--- config.mk ---
export PLATFORM = sky130hd
export DESIGN_NAME = orbcam_ctrl
export DESIGN_NICKNAME = d
export VERILOG_FILES = /design/src/hw/rtl/orbcam_pkg.sv /design/src/hw/rtl/orbcam_ctrl.sv
export SDC_FILE = /design/constraint.sdc
export NUM_CORES = 1
export LEC_CHECK = 0
export CAP_MARGIN = 20
export CORE_AREA = 3 3 40 42
export CTS_CLUSTER_DIAMETER = 60
export CTS_CLUSTER_SIZE = 25
export DETAILED_ROUTE_END_ITERATION = 10
export DIE_AREA = 0 0 43 45
export DONT_BUFFER_PORTS = 1
export PLACE_DENSITY = 0.3
export SYNTH_ARGS = -nofsm -noshare
export SYNTH_HDL_FRONTEND = slang
export SYNTH_SLANG_ARGS = --single-unit
--- constraint.sdc ---
create_clock -name clk_i -period 1.24 [get_ports clk_i]
set_input_delay 0.186 -clock clk_i [delete_from_list [all_inputs] [get_ports clk_i]]
set_output_delay 0.186 -clock clk_i [all_outputs]
set_load 0.03 [all_outputs]
--- src/hw/rtl/orbcam_pkg.sv ---
// Orbit camera package: command codes, register indexes, controller-to-datapath
// command struct, fixed constants and the elaboration-time quarter-wave sine table
// generator. No dependencies.
package orbcam_pkg;

  typedef enum logic [1:0] {
    OP_REL  = 2'd0,
    OP_ABS  = 2'd1,
    OP_DIST = 2'd2,
    OP_HOME = 2'd3
  } orbcam_op_e;

  typedef enum logic [1:0] {
    REG_CENTER_X = 2'd0,
    REG_CENTER_Y = 2'd1,
    REG_CENTER_Z = 2'd2,
    REG_RADIUS   = 2'd3
  } orbcam_reg_e;

  typedef enum logic [2:0] {
    S_IDLE,
    S_LOOK,
    S_FACT,
    S_SCALE,
    S_SUM
  } orbcam_state_e;

  typedef struct packed {
    logic accept;   // latch the command and update the view state
    logic look;     // register the four sine/cosine values
    logic fact;     // register the horizontal factors
    logic scale;    // register the distance products
    logic load;     // write the result into the output register
  } orbcam_cmd_t;

  localparam int ELEV_LIMIT = 16280;
  localparam logic [15:0] HOME_AZIMUTH = 16'd40960;
  localparam logic signed [15:0] HOME_ELEVATION = -16'sd3277;
  localparam logic [23:0] HOME_DISTANCE = 24'd1024;
  localparam logic [21:0] RADIUS_RESET = 22'd256;
  localparam logic [15:0] QUARTER_TURN = 16'd16384;
  localparam longint HALF_PI_Q30 = 64'sd1686629713;

  // One entry of the quarter-wave table (Q16), from a Q30 Taylor series.
  function automatic logic [16:0] qsin_entry(int unsigned k, int unsigned tb);
    longint x;
    longint x2;
    longint term;
    longint sum;
    x = (longint'(k) * HALF_PI_Q30) >>> (tb - 2);
    x2 = (x * x) >>> 30;
    term = x;
    sum = x;
    for (int n = 1; n <= 7; n++) begin
      term = (term * x2) >>> 30;
      case (n)
        1: term = term / 6;
        2: term = term / 20;
        3: term = term / 42;
        4: term = term / 72;
        5: term = term / 110;
        6: term = term / 156;
        default: term = term / 210;
      endcase
      if ((n % 2) == 1) sum = sum - term;
      else sum = sum + term;
    end
    if (sum < 0) sum = 0;
    if (sum > (64'sd1 <<< 30)) sum = 64'sd1 <<< 30;
    sum = (sum + 64'sd8192) >>> 14;
    return sum[16:0];
  endfunction

endpackage

--- src/hw/rtl/orbcam_ctrl.sv ---
// Orbit camera controller: sequences lookup, factor, scale and sum steps and
// owns the output valid flag. Depends on orbcam_pkg.
module orbcam_ctrl (
  input  logic                 clk_i,
  input  logic                 rst_ni,
  input  logic                 in_valid_i,
  output logic                 in_ready_o,
  output logic                 out_valid_o,
  input  logic                 out_ready_i,
  output orbcam_pkg::orbcam_cmd_t cmd_o
);

  orbcam_pkg::orbcam_state_e state_q, state_d;
  logic out_valid_q, out_valid_d;

  always_ff @(posedge clk_i or negedge rst_ni) begin
    if (!rst_ni) begin
      state_q     <= orbcam_pkg::S_IDLE;
      out_valid_q <= 1'b0;
    end else begin
      state_q     <= state_d;
      out_valid_q <= out_valid_d;
    end
  end

  always_comb begin
    state_d     = state_q;
    cmd_o       = '0;
    in_ready_o  = 1'b0;
    out_valid_d = out_valid_q && !out_ready_i;
    case (state_q)
      orbcam_pkg::S_IDLE: begin
        in_ready_o = 1'b1;
        if (in_valid_i) begin
          cmd_o.accept = 1'b1;
          state_d = orbcam_pkg::S_LOOK;
        end
      end
      orbcam_pkg::S_LOOK: begin
        cmd_o.look = 1'b1;
        state_d = orbcam_pkg::S_FACT;
      end
      orbcam_pkg::S_FACT: begin
        cmd_o.fact = 1'b1;
        state_d = orbcam_pkg::S_SCALE;
      end
      orbcam_pkg::S_SCALE: begin
        cmd_o.scale = 1'b1;
        state_d = orbcam_pkg::S_SUM;
      end
      orbcam_pkg::S_SUM: begin
        // hold until the output register is free or being drained
        if (!out_valid_q || out_ready_i) begin
          cmd_o.load  = 1'b1;
          out_valid_d = 1'b1;
          state_d = orbcam_pkg::S_IDLE;
        end
      end
      default: state_d = orbcam_pkg::S_IDLE;
    endcase
  end

  assign out_valid_o = out_valid_q;

endmodule

==> results.ini, run 1 <==
[outcome]
status=complete, but fails checks
violations=negative setup slack

[clocking]
cts_tree=built
cts.sinks=4
cts-root-buf=clkbuf_4
cts_max_level=1
clock_path_buffers=2
clkLatencyLatePin_ns=0.23
path_clk_slew_ns=0.04
cts_buffers=3

[setup_path]
cp-startpoint=state_q[1]
worstSetupEndpointType=primary output
crit_arrival_ns=1.26
startpoint_type=flip-flop
worstPathMaxFanout=2
crit_type=reg2out
crit_slowest_cell=dfrtp_2
critical_path_required_ns=1.05
path_delay_family=simple AND/OR/NAND/NOR gates
r2r_end=state_q[2]
cp.buffers_inverters=0
worstPathCellList=or3b_4, nor2b_4
cpPeakStageDelay_ns=0.41
worstReg2RegStart=state_q[1]
ff2ff_path_depth=3
r2r_slack_ns=0.12

[drt]
viasPerCell=4.12
drt_wl_total_um=548
dr.pass1.iters=2
drt_iter0_markers=1
drcViolationCount=0
wl_per_cell_um=11.2
ant_nets=0
vias=202

[global_route]
grt_max_degree=7
antenna_found_initial=0
grt_usage=0.0751
grt_pass1_vias=253
grt_pass1_wl_mm=1.01
gr-total-overflow=0

[run]
drv_cap=0

[power]
power_leakage_nw=0.197
swShare=0.413
power_density_nw_per_um2=3300
pwr-share-comb=0.706
p_int_mw=0.797
power_frac_seq=0.178
power.switching_mw=0.561
ir_drop_uv=1430
power_frac_clock=0.117

[layout]
nNetsFinal=40
drive_above_1_share=0.706
final_util=0.320
n_antenna_cell=0
synthToLayoutAreaGrowth_pct=108
nFillCells=141

[sta]
finalHoldViolCount=0
finalCritPeriodShare=1.17
tightest_slew_ns=0.216
fin_ws_ns=-0.210
rsz0062_at_grt=true
fin_crit_ns=1.45
finalSetupViolCount=6
slew_headroom=0.855
drv_slew=0
fmax_mhz=690
finalClockSkew_ns=0.00131

[worst_hold_path]
hp-start=in_valid_i
hold_path_depth=2
worstHoldEndpoint=state_q[0]
holdCritPathClass=in2reg

[logic_synthesis]
ys_types=12
syn_area_um2=198
ys_seq_area_frac=0.506
ys_seq_elements=4
syn_avg_cell_area_um2=11.0
ys.warnings.count=0
synthCells=18
syn-num-nets=22

[placement]
preCtsSetupSlack_ns=0.0256
port_buffers=0
place_congestion=0.670

[floorplanning]
die_w_um=43
coreArea_um2=1280
die_h_um=45
initial_core_util=0.154
row_count=13
die_area_um2=1940
pin_count=11

==> worst max-delay path by stage <==
stage | end | slack [ns] | cells after the start
final | cmd_o[0] | -0.21 | 2
after floorplan | cmd_o[2] | -0.15 | 1
after global routing | cmd_o[0] | -0.25 | 2
after global placement | cmd_o[0] | 0.02 | 2
after detailed placement | cmd_o[0] | 0.03 | 2
after CTS | cmd_o[0] | -0.23 | 2
==> through the flow <==
| step | setup TNS (ns) | total power [mW] | hold WS [ns] | cells | instance area (um2) |
|---|---|---|---|---|---|
| 2_1_floorplan | -0.427 | 0.704 | -0.110 | 18 | 216 |
| 3_3_place_gp | 0 | 1.03 | -0.109 | 43 | 323 |
| 3_5_place_dp | 0 | 1.03 | -0.109 | 43 | 323 |
| 4_1_cts | -0.800 | 1.28 | 0.115 | 47 | 383 |
| 5_1_grt | -1.09 | 1.46 | 0.151 | 49 | 412 |
| 6_report | -0.758 | 1.36 | 0.118 | 49 | 412 |
==> layer usage <==
| layer | vias up | global-route usage | wire [um] |
|---|---|---|---|
| met2 | 11 | 0.105 | 255 |
| met4 | 0 | 0.0904 | 16 |
| met5 | - | 0 | 0 |
| met3 | 2 | 0.0239 | 65 |
| met1 | 95 | 0.0823 | 211 |
| li1 | 94 | - | - |
==> cell usage after synthesis, drive strengths merged <==
cell | n | area (um2)
nor2b | 1 | 8.76
or3b | 1 | 11.3
nor3b | 2 | 15.0
nor3 | 2 | 10.0
and3b | 1 | 8.76
dfrtp | 4 | 100
nor2 | 2 | 7.51
and2 | 1 | 6.26
nand2 | 1 | 3.75
nand2b | 1 | 6.26
xnor2 | 1 | 8.76
o21bai | 1 | 11.3
==> state kept, by name, summed over array words and instances (netlist names) <==
register     count
state_q          3
out_valid_o      1
==> what timing repair did <==
action	CTS	global route
hold buffers	1	0
hold endpoints to repair	4	0
buffers inserted	0	2
gates resized for setup	7	3
pin swaps	3	2
setup endpoints to repair	6	6
==> final cells by class <==
type	instances	area (um2)	share of cell area
Timing Repair Buffer	13	135	0.328
Multi-Input combinational cell	14	133	0.322
Sequential cell	4	103	0.249
Clock buffer	3	22.5	0.0547
Tap cell	15	18.8	0.0456
==> placed cells by master (no fill, tap or decap), drive strengths merged <==
cell type | Yosys | final
o21bai | 1 | 1
nor3b | 2 | 2
buf | 0 | 12
dfrtp | 4 | 4
nand2b | 1 | 1
and2 | 1 | 1
nor2b | 1 | 1
and3b | 1 | 1
xnor2 | 1 | 1
or3b | 1 | 1
dlygate4sd3 | 0 | 1
nand2 | 1 | 1
nor3 | 2 | 2
clkbuf | 0 | 3
nor2 | 2 | 2
==> kinds of logic (layout without fill, tap and decap cells) <==
| group | count (synthesis) | in the layout | share of synthesized area |
|---|---|---|---|
| AO/OA/AOI/OAI | 1 | 1 | 0.0570 |
| XOR/XNOR | 1 | 1 | 0.0443 |
| buffers and inverters | 0 | 16 | 0 |
| flip-flops | 4 | 4 | 0.506 |
| AND/OR/NAND/NOR | 12 | 12 | 0.392 |
==> power groups by stage <==
stage / clock network (mW) / logic (mW) / registers, mW
6_report: 0.159 / 0.958 / 0.241
5_1_grt: 0.177 / 1.04 / 0.252
3_5_place_dp: 0 / 0.787 / 0.243
3_3_place_gp: 0 / 0.783 / 0.244
4_1_cts: 0.167 / 0.871 / 0.244
2_1_floorplan: 0 / 0.382 / 0.321
Note: power is estimated with default switching activity, not from simulation.
==> run 2: changes to the inputs <==
--- a/config.mk
+++ b/config.mk
@@ -12,6 +12,7 @@
 export DETAILED_ROUTE_END_ITERATION = 10
 export DIE_AREA = 0 0 43 45
 export DONT_BUFFER_PORTS = 1
+export GPL_TIMING_DRIVEN = 0
 export PLACE_DENSITY = 0.3
 export SYNTH_ARGS = -nofsm -noshare
 export SYNTH_HDL_FRONTEND = slang
==> run 2 against run 1 <==
  * The flow still finishes with violations (negative setup slack)
  * First-iteration DRC count fell by 100%
  * Worst hold slack got worse by 0.0075 ns
  * Final cell count fell by 14%
  * Clock power rose by 11%
  * Core utilization fell by 6.6 points
  * Sequential cell count did not move
  * Clock skew rose by 0.0027 ns
  * Die area did not move
  * Count of clock-buffer cells in the layout rose by 1
  * Combinational power fell by 37%
  * Sequential power rose by 34%
  * Routed wire length fell by 13%
  * Largest cell class is now multi-input gates
==> results.ini, run 2 (synthesis gave the netlist of run 1 again) <==
[clocking]
cts_max_level=1
clock_path_buffers=2
cts_tree=built
cts-root-buf=clkbuf_4
cts.sinks=4
cts_buffers=3
path_clk_slew_ns=0.04
clkLatencyLatePin_ns=0.24

[layout]
fin_area_um2=327
nNetsFinal=32
seq_area_um2=104
final_util=0.254
nFillCells=139
drive_above_1_share=0.667
multi_input_area_um2=134
n_antenna_cell=0
regMostFlops=state_q
synthToLayoutAreaGrowth_pct=65.2
final_cell_mix=3 x clkbuf_4, 3 x buf_4, 3 x dfrtp_2
largest_register_ffs=3

[floorplanning]
row_count=13
die_h_um=45
die_area_um2=1940
initial_core_util=0.154
die_w_um=43
pin_count=11
coreArea_um2=1280

[setup_path]
startpoint_type=flip-flop
crit_arrival_ns=1.33
crit_slowest_cell=dfrtp_2
cp.buffers_inverters=0
cpPeakStageDelay_ns=0.45
worstPathMaxFanout=6
crit_type=reg2out
path_delay_family=simple AND/OR/NAND/NOR gates
worstPathCellList=or3b_4, nor2b_4
worstSetupEndpointType=primary output
critical_path_required_ns=1.05

[placement]
place_congestion=0.620
port_buffers=0
dp_hpwl_um=310
placed_area_um2=235

[power]
ir_drop_uv=912
power_density_nw_per_um2=3360
power_leakage_nw=0.147

[drt]
vias=174
wl_per_cell_um=11.4
dr.pass1.iters=1
drcViolationCount=0
ant_nets=0
drt_iter0_markers=0
drt_wl_total_um=479
viasPerCell=4.14

[sta]
finalClockSkew_ns=0.00399
slew_headroom=0.648
drv_slew=0
fin_ws_ns=-0.277
tightest_slew_ns=0.525
hold_ws_ns=0.111
finalHoldViolCount=0
rsz0062_at_grt=true
fin_crit_ns=1.52
finalCritPeriodShare=1.22
finalSetupViolCount=4
fin_tns_setup_ns=-0.933
fmax_mhz=659

[worst_hold_path]
holdCritPathClass=in2reg

[outcome]
status=complete, but fails checks
violations=negative setup slack

[global_route]
grt_usage=0.0576
grt_pass1_wl_um=759
grt_max_degree=7
antenna_found_initial=0
grt_pass1_vias=205
gr-total-overflow=0

[run]
drv_cap=0

## run 2: cell count changes in the layout (fill, tap and decap cells not counted)
cell / before / now
and3b_2: 0 / 1
dfrtp_1: 2 / 1
clkbuf_1: 0 / 1
buf_4: 5 / 3
buf_12: 1 / 0
and3b_1: 1 / 0
dfrtp_2: 2 / 3
buf_6: 6 / 1
## run 2: cell type report
type,count,area share
tap,15,0.0575
sequential,4,0.318
timing repair buffer,5,0.134
clock buffer,4,0.0805
multi-input combinational,14,0.410
## run 2: worst reg2reg max path, delay by kind of cell, from the launching register on
| family | cells | cell delay, ns |
|---|---|---|
| flops | 1 | 0.45 |
| simple gates | 1 | 0.31 |
| compound gates | 1 | 0.21 |
## run 2: worst paths after layout
kind / start / endpoint / slack (ns) / depth (start not counted)
setup / recovery: state_q[1] / cmd_o[0] / -0.28 / 2
hold / removal: in_valid_i / state_q[0] / 0.11 / 2
setup reg to reg: state_q[1] / state_q[2] / 0.16 / 2
hold reg to reg: state_q[2] / state_q[1] / 0.62 / 2
max in group asynchronous: rst_ni / state_q[2] / 0.84 / 1
min in group asynchronous: rst_ni / state_q[0] / 0.22 / 1
## run 2: per-layer routing
layer  wire [um]  share of wire  track usage  up-vias
met4           0              0       0.0361        0
met1         192           0.40       0.0608       84
li1            -              -            -       79
met3          68           0.14       0.0438        0
met2         217           0.45       0.0808       11
met5           0              0            0        -
## run 2: metrics by stage
step / std cells / power [mW] / setup slack (ns)
after floorplan: 18 / 0.704 / -0.148
after global placement: 33 / 0.755 / -0.207
after detailed placement: 33 / 0.756 / -0.211
after CTS: 42 / 1.11 / -0.296
after global routing: 42 / 1.18 / -0.326
final: 42 / 1.10 / -0.277
## run 2: timing repair
| action | 4_1_cts | 5_1_grt |
|---|---|---|
| hold endpoints to repair | 4 | 0 |
| buffers inserted | 4 | 0 |
| resized for setup | 7 | 1 |
| hold buffers | 1 | 0 |
| pin swaps | 3 | 2 |
| setup endpoints to repair | 6 | 6 |
## run 2: power by group
part	switching (mW)	internal (mW)	total, mW
Combinational	0.339	0.261	0.600
Sequential	0.121	0.202	0.323
Clock	0.0552	0.121	0.176
==> run 3: changes to the inputs <==
--- a/config.mk
+++ b/config.mk
@@ -5,6 +5,7 @@
 export SDC_FILE = /design/constraint.sdc
 export NUM_CORES = 1
 export LEC_CHECK = 0
+export ABC_AREA = 1
 export CAP_MARGIN = 20
 export CORE_AREA = 3 3 40 42
 export CTS_CLUSTER_DIAMETER = 60
==> run 3 against run 2 <==
  * The run still ends with negative setup slack left
  * Non-clock buffer count shrank 2
  * Via count grew 11%
  * Sequential share of layout area grew 1.9 points
  * First-iteration DRC count grew 6
  * Final area shrank 5.7%
  * Synthesized area grew 2.5%
==> results.ini, run 3 <==
[logic_synthesis]
synth.area.top_cells=dfrtp_1 49%, inv_1 17%, nand3_1 7.4%, nand2_1 7.4%, nor2_1 7.4%
synth-edff-count=0
async_flop_share=1.00
muxShareOfSynthArea=0
syn_area_um2=203
synth_adder_area_share=0
synth_top_cell_by_area=dfrtp_1
ys_types=9
syn_avg_cell_area_um2=7.24
synth_xor_area_frac=0
syn-num-nets=32
synthTopCellsByCount=9 x inv_1, 4 x dfrtp_1, 4 x nand2_1, 4 x nor2_1, 3 x nand3_1
synth_compound_area_frac=0.0864
synthSimpleGateAreaFrac=0.253
ys_seq_elements=4
synth_most_common_cell=inv_1
synth_top_cell_area_share=0.494
synthCells=28
ys.warnings.count=0
synth_top_family_by_area=simple AND/OR/NAND/NOR gates
ys_seq_area_frac=0.494
synthFlopType=dfrtp_1

[layout]
final_util=0.240
largest_register_ffs=3
n_antenna_cell=0
nFillCells=147
regMostFlops=state_q
final_cell_mix=5 x inv_2, 4 x inv_1, 4 x nor2_4
drive_above_1_share=0.588
multi_input_area_um2=104
nNetsFinal=40
synthToLayoutAreaGrowth_pct=51.9
layout_commonest_cell=inv_2
seq_area_um2=104

[drt]
viasPerCell=3.94
drcViolationCount=0
vias=193
drt_iter0_markers=6
dr.pass1.iters=3
ant_nets=0
wl_per_cell_um=9.55
drt_wl_total_um=468

[floorplanning]
die_h_um=45
die_area_um2=1940
pin_count=11
initial_core_util=0.158
row_count=13
die_w_um=43
coreArea_um2=1280

[clocking]
cts.sinks=4
path_clk_slew_ns=0.04
cts_tree=built
cts_max_level=1
cts_buffers=3
clock_path_buffers=2
cts-root-buf=clkbuf_4
clkLatencyLatePin_ns=0.23

[setup_path]
worstReg2RegStart=out_valid_o
critical_path_required_ns=1.05
crit_type=reg2out
worstSetupEndpointType=primary output
cp-startpoint=state_q[0]
startpoint_type=flip-flop
crit_arrival_ns=1.09
worstPathMaxFanout=4

[global_route]
grt_usage=0.0627
grt_max_degree=6
gr-total-overflow=0
grt_pass1_vias=212
antenna_found_initial=0
grt_pass1_wl_um=821

[worst_hold_path]
holdCritPathClass=in2reg
hp-start=out_ready_i

[placement]
port_buffers=0
place_congestion=0.677
dp_hpwl_um=366

[sta]
tightest_slew_ns=0.242
drv_slew=0
fin_crit_ns=1.28
slew_headroom=0.838
fmax_mhz=783
rsz0062_at_grt=true
finalCritPeriodShare=1.03
finalSetupViolCount=2
fin_ws_ns=-0.0377
finalClockSkew_ns=0.000611
finalHoldViolCount=0

[run]
drv_cap=0

[outcome]
violations=negative setup slack
status=complete, but fails checks

-- run 3: cell types whose count changed in the layout (fill, tap and decap cells not counted), moves of 3 or more --
cell,previous run,this run
inv_2,0,5
inv_1,0,4
nor2_4,0,4
nand2_2,0,3
nand3_1,0,3
-- run 3: area by class of cell --
type                            instances  area share
Inverter                                9       0.110
Timing Repair Buffer                    3      0.0813
Tap cell                               15      0.0610
Clock buffer                            3      0.0732
Sequential cell                         4       0.337
Multi-Input combinational cell         15       0.337
-- run 3: repair_timing --
item	in CTS	in global routing
pin swaps	4	3
buffers inserted	2	0
endpoints found under the setup margin	6	6
endpoints found under the hold margin	4	0
hold buffers	1	0
cloned	0	0
gates resized for setup	15	3
-- run 3: through the flow --
step / instance area, um2 / cells / TNS, ns / worst slack (ns) / hold WS, ns
floorplan: 203 / 28 / 0 / 0.0160 / -0.110
global route: 308 / 49 / -0.313 / -0.106 / 0.0479
global placement: 221 / 43 / -0.0527 / -0.0280 / -0.109
CTS: 305 / 49 / -0.194 / -0.0840 / 0.0508
finish: 308 / 49 / -0.0619 / -0.0377 / 0.0599
detailed placement: 221 / 43 / -0.0600 / -0.0305 / -0.109
-- run 3: path summary, 6_finish.rpt --
path / endpoint / slack, ns / cells after the start
setup / recovery: cmd_o[4] / -0.04 / 3
min in group asynchronous: state_q[2] / 0.22 / 1
hold / removal: out_valid_o / 0.06 / 1
hold reg to reg: state_q[0] / 0.59 / 3
setup reg to reg: state_q[2] / 0.28 / 4
max in group asynchronous: state_q[1] / 0.83 / 1
-- run 3: kinds of logic after synthesis --
family                 after synthesis
AND/OR/NAND/NOR                     12
buffers and inverters                9
flip-flops                           4
AO/OA/AOI/OAI                        3
-- run 3: critical path: stages, from the launching register on --
cell	delay (ns)
dfrtp_2	0.43
nor2_4	0.15
nand2_2	0.09
nor2_4	0.19
-- run 3: metal layers --
metal / GRT usage / part of all wire / vias up
li1: - / - / 95
met1: 0.0560 / 0.38 / 88
met2: 0.0838 / 0.45 / 10
met3: 0.0717 / 0.16 / 0
met4: 0.0361 / 0 / 0
met5: 0 / 0 / -
Power of run 3 is left out: the tool's default activity adds up to more than one toggle a clock period on the data nets, which glitch-free logic cannot reach.
